$ cat src/rtl/rdbr_pkg.sv
// rdbr_pkg: shared types and constants for the reuse/dead-block replacement block.
// No dependencies.
package rdbr_pkg;
  localparam int NUM_SETS   = 2048;
  localparam int NUM_WAYS   = 16;
  localparam int SIG_BITS   = 6;
  localparam int ADDR_BITS  = 20;
  localparam int SET_W      = 11;
  localparam int WAY_W      = 4;
  localparam int PC_W       = 13;
  localparam int COUNT_BITS = 20;
  localparam int STRIDE_W   = ADDR_BITS + 1;
  localparam int ROW_W      = NUM_WAYS * 2;

  localparam logic [1:0] RV_MAX = 2'd3;
  localparam logic [1:0] DC_MAX = 2'd3;
  localparam logic [1:0] SC_MAX = 2'd3;
  localparam logic [2:0] STREAK_MAX = 3'd7;

  localparam logic       OP_VICTIM = 1'b0;
  localparam logic       OP_UPDATE = 1'b1;
  localparam logic       CFG_STREAM = 1'b0;
  localparam logic       CFG_DECAY  = 1'b1;

  typedef enum logic [3:0] {
    ST_CLEAR, ST_IDLE, ST_READ, ST_VSEL, ST_VWR, ST_UCALC, ST_UWR,
    ST_DECAY_RD, ST_DECAY_WR, ST_OUT
  } rdbr_state_t;

  typedef struct packed {
    logic clear_step;
    logic load_item;
    logic read_rows;
    logic victim_calc;
    logic victim_write;
    logic upd_calc;
    logic upd_write;
    logic decay_read;
    logic decay_write;
    logic out_load;
  } rdbr_cmd_t;

  typedef struct packed {
    logic clear_done;
    logic is_update;
    logic decay_due;
    logic decay_last;
  } rdbr_sts_t;

  function automatic logic [SIG_BITS-1:0] pc_sig(input logic [PC_W-1:0] pc);
    logic [PC_W-1:0] t;
    t = (pc >> 2) ^ (pc >> 7);
    return t[SIG_BITS-1:0];
  endfunction
endpackage

$ cat src/rtl/rdbr_ctrl.sv
// rdbr_ctrl: sequencer for clear pass, victim, update and decay sweep.
// Depends on rdbr_pkg.
module rdbr_ctrl import rdbr_pkg::*; (
  input  logic        clk,
  input  logic        rst_n,
  input  logic        in_valid,
  output logic        in_ready,
  output logic        out_valid,
  input  logic        out_ready,
  input  rdbr_sts_t   sts,
  output rdbr_cmd_t   cmd
);
  rdbr_state_t state_r, state_nxt;

  always_ff @(posedge clk) begin
    if (!rst_n) state_r <= ST_CLEAR;
    else        state_r <= state_nxt;
  end

  always_comb begin
    state_nxt = state_r;
    cmd = '0;
    in_ready = 1'b0;
    out_valid = 1'b0;
    unique case (state_r)
      ST_CLEAR: begin
        cmd.clear_step = 1'b1;
        if (sts.clear_done) state_nxt = ST_IDLE;
      end
      ST_IDLE: begin
        in_ready = 1'b1;
        if (in_valid) begin
          cmd.load_item = 1'b1;
          state_nxt = ST_READ;
        end
      end
      ST_READ: begin
        cmd.read_rows = 1'b1;
        state_nxt = sts.is_update ? ST_UCALC : ST_VSEL;
      end
      ST_VSEL: begin
        cmd.victim_calc = 1'b1;
        state_nxt = ST_VWR;
      end
      ST_VWR: begin
        cmd.victim_write = 1'b1;
        cmd.out_load = 1'b1;
        state_nxt = ST_OUT;
      end
      ST_UCALC: begin
        cmd.upd_calc = 1'b1;
        state_nxt = ST_UWR;
      end
      ST_UWR: begin
        cmd.upd_write = 1'b1;
        cmd.out_load = 1'b1;
        state_nxt = sts.decay_due ? ST_DECAY_RD : ST_OUT;
      end
      ST_DECAY_RD: begin
        cmd.decay_read = 1'b1;
        state_nxt = ST_DECAY_WR;
      end
      ST_DECAY_WR: begin
        cmd.decay_write = 1'b1;
        state_nxt = sts.decay_last ? ST_OUT : ST_DECAY_RD;
      end
      ST_OUT: begin
        out_valid = 1'b1;
        if (out_ready) state_nxt = ST_IDLE;
      end
      default: state_nxt = ST_IDLE;
    endcase
  end
endmodule

$ cat config.mk
export PLATFORM = sky130hd
export DESIGN_NAME = rdbr_ctrl
export DESIGN_NICKNAME = d
export VERILOG_FILES = /design/src/rtl/rdbr_pkg.sv /design/src/rtl/rdbr_ctrl.sv
export SDC_FILE = /design/constraint.sdc
export NUM_CORES = 1
export LEC_CHECK = 0
export BUFFER_PORTS_ARGS = -buffer_cell sky130_fd_sc_hd__buf_2
export CORE_AREA = 2 2 39 41
export DETAILED_ROUTE_END_ITERATION = 6
export DIE_AREA = 0 0 41 43
export MAX_ROUTING_LAYER = met4
export PLACE_DENSITY = 0.63
export SLEW_MARGIN = 20
export SYNTH_ARGS = -nofsm -noshare
export SYNTH_HDL_FRONTEND = slang
export SYNTH_SLANG_ARGS = --single-unit
$ cat constraint.sdc
create_clock -name clk -period 2.71 [get_ports clk]
set_input_delay 0.1355 -clock clk [delete_from_list [all_inputs] [get_ports clk]]
set_output_delay 0.1355 -clock clk [all_outputs]
set_load 0.02 [all_outputs]
Yosys cells after proc, flatten, opt, wreduce, memory -nomap -nowiden
Index checks and enable logic that the tools add are counted.
{"block": "classes", "n_eq_ne": 12, "muxes": 20, "n_reduce_logical": 3}
{"cell": "$pmux 4 s10", "n": 1}
{"cell": "$mux 4", "n": 5}
{"cell": "$eq 4x3->1 const B", "n": 4}
{"cell": "$mux 1", "n": 13}
{"cell": "$eq 4x2->1 const B", "n": 2}
{"cell": "$eq 4x4->1 const B", "n": 2}
{"cell": "$ne 2x2->1 const B", "n": 3}
{"cell": "$eq 4x1->1 const B", "n": 1}
{"cell": "$logic_not 4->1", "n": 1}
{"cell": "$mux 3", "n": 1}
{"cell": "$reduce_and 3->1", "n": 1}
{"cell": "$reduce_or 2->1", "n": 1}
{"block": "totals", "register_bits": 4, "input_bits": 8, "out_inout_bits": 12, "word_cells": 36}

Longest topological paths before layout
{"block": "logic_depth", "ltp_word": 3, "mapped_depth": 5, "mapped_depth_nobuf": 3}

Worst setup path before layout
Ideal clock, no wire load.
{"block": "synth_path", "path_kind": "register to output", "startpoint": "register state_r[1]", "endpoint": "output port cmd[8] (netlist bit)", "arrival_time_ns": 1.638, "required_time_ns": 2.575, "setup_slack_ns": 0.937, "path_stages_with_launch": 4, "n_path_buf": 1, "cell_sequence": "dfxtp_1 clkbuf_1 nor4_1 and2_1"}
{"item": "start, declared", "line_no": "rdbr_ctrl.sv:13", "text": "rdbr_state_t state_r, state_nxt;"}
{"item": "start signal, assigned", "line_no": "rdbr_ctrl.sv:17", "text": "else state_r <= state_nxt;"}
{"item": "end, declared", "line_no": "rdbr_ctrl.sv:11", "text": "output rdbr_cmd_t cmd"}

==> results.md <==
* Biggest regs: state_r: 4 flops
* Status: finished clean
* Biggest register: state_r
* Syn_area_per_cell at 7.28 µm²
* Main combinational cell family by area after synthesis: simple AND/OR/NAND/NOR gates
* Initial drt markers at 8
* CTS Sinks at 4
* Top-level I/O count at 20
* Clock Path Buffers at 2
* ANT cells at 0
* Number of buffers added on ports at 19
* Layout cell share with drive strength beyond 1 at 34.8%
* Vias in the first global route at 312
* Crit path kind: reg2out
* Post-route ant nets at 0
* Cell variety after synth at 27
* Mux contribution to synthesized area at 0%
* Most frequent cells in the layout: 19 x buf_2, 9 x nor2_1, 4 x dfxtp_1, 3 x clkbuf_4
* Die area at 1760 µm²
* Pin count of the biggest net entering global routing at 21
* Routed WL at 860 µm
* RSZ-0062 raised after global routing: false
* Worst-Skew Late Latency at 0.23 ns
* Fin util at 33.6%
* H-tree depth at 1
* Worst EP required at 2.57 ns
* EDFF count, synth at 0
* Syn Inst Count at 49
* Commonest non-fill, non-tap cell in the layout: buf_2
* Power Dens Cells at 385 nW/µm²
* Max reg flops at 4
* Synth Area in Adders at 0%
* Async SR Flop Fraction at 0%
* # Post-CTS Setup Buffers at 0
* Final Max Slew Viols at 0
* Grt met2 use at 16.3%
* Post-Synthesis Cell Area at 357 µm²
* Global Route Usage Sum at 10.2%
* Yosys warning total at 0
* GRT busiest layer: met2
* DR pass1 iterations at 2
* CTS root buf: clkbuf_4
* Core area at 1380 µm²
* Post-Synth Simple-Gate Area at 40.7%
* Fin crit share at 67.5%
* DIE HEIGHT at 43 µm
* Final min period at 1.83 ns
* Row cnt at 14
* Final setup skew at 0.00460 ns
* Peak VDD IR at 0.209 mV
* Placer Congestion at 0.711
* CTS Buf Count at 3
* Type of the most critical hold path: in2reg
* Total Nets Final at 76
* Met1 usage at 12.2%
* Routing usage on met3 at 3.14%
* Pleak at 0.221 nW
* Least-Margin Pin Slew at 0.558 ns
* Syn nets at 57
* Max Fclk at 0.547 GHz
* CTS tree: done
* Post_cts resized at 0
* Main synth FF type: dfxtp_1
* Hold Buf Count CTS at 0
* Wire per inst at 10.5 µm
* Vias per cell at 4.99
* Chip Width at 41 µm
* Grt ovf at 0
* Post-Synth XOR/XNOR Area at 0%
* Final setup violation count at 0
* Crit path capture type: output pin
* Relative slew slack at 62.7%
* Compound-Gate Fraction of Synth Area at 26.7%
* TNS Setup at 0 ns
* # fillers at 160
* Remaining DRCs at 0
* Synth-to-Final Area Change at 30.5%
* Hold Vio Cnt, Final at 0
* CTS clock-pin slew for the worst setup and hold paths at 0.03 ns
* Sequential area share after synthesis at 22.5%
* Synth Register Bits at 4
* Crit Path Max Fanout at 20
* Critical Path AT at 1.69 ns
* Vias post-DR at 409
* Hpwl dp at 666 µm
* First-pass GRT wire length at 1220 µm
* Initial Utilization at 25.8%
* Initial antenna violation count at 0
* Nature of the critical path startpoint: register
* Max_cap viols at 0
-- synth_stat cells (2+ instances only) --
library cell	number	share of area [%]
nor2_1	9	9.5
dfxtp_1	4	22
a211o_1	2	4.9
a21oi_1	2	2.8
and3_1	2	3.5
buf_2	2	2.8
clkbuf_1	2	2.1
inv_1	2	2.1
nand2_1	2	2.1
nand2b_1	2	3.5
nor4_1	2	3.5
o211ai_1	2	4.2
or3b_1	2	4.9
-- cells by family (layout without fill, tap and decap cells) --
logic type	Yosys count	count (layout)
AOI/OAI and AO/OA	12	12
buffers and inverters	7	24
DFF	4	4
and+or+nand+nor	26	26
-- path summary, 6_finish.rpt --
kind                                 start         end  slack (ns)  cells past startpoint
worst max-delay path            state_r[0]      cmd[8]        0.88                      4
worst min-delay path                 rst_n  state_r[0]        0.20                      3
worst max register to register  state_r[1]  state_r[1]        1.09                      3
worst min register to register  state_r[3]  state_r[0]        0.64                      2
-- critical path: stages, from the launching register on --
cell and delay (ns):
dfxtp_1 0.66, inv_1 0.17, nor4_1 0.31, and2_1 0.17, buf_2 0.15
-- metrics by stage --
| stage | worst slack, ns | hold WS (ns) | total power [mW] | instance area [µm²] | cells |
|---|---|---|---|---|---|
| 3_3_place_gp | 1.09 | 0.426 | 0.109 | 443 | 79 |
| 5_1_grt | 0.695 | 0.200 | 0.192 | 465 | 82 |
| 4_1_cts | 0.868 | 0.197 | 0.183 | 465 | 82 |
| 2_1_floorplan | 0.937 | 0.306 | 0.0987 | 357 | 49 |
| 6_report | 0.881 | 0.196 | 0.179 | 465 | 82 |
| 3_5_place_dp | 1.09 | 0.434 | 0.110 | 443 | 79 |
-- power breakdown --
| group | internal [mW] | switching, mW | leakage (nW) |
|---|---|---|---|
| Sequential | 0.0616 | 0.00934 | 0.0326 |
| Combinational | 0.0169 | 0.0207 | 0.175 |
| Clock | 0.0493 | 0.0212 | 0.0138 |
| Total | 0.128 | 0.0512 | 0.221 |
-- area by class of cell --
class	count	area [µm²]	share of cell area [%]
flip-flops and latches	4	80.1	17.2
clock buffers	3	22.5	4.84
well taps	16	20.0	4.30
inverters	2	7.51	1.61
multi-input cells	38	240	51.6
repair buffers	19	95.1	20.4
-- per-layer routing --
metal / part of all wire, % / wire, µm
met3: 5.2 / 45
met5: 0 / 0
met2: 48 / 410
met1: 47 / 404
met4: 0 / 0
No activity file was read; power rests on OpenSTA's default activity.
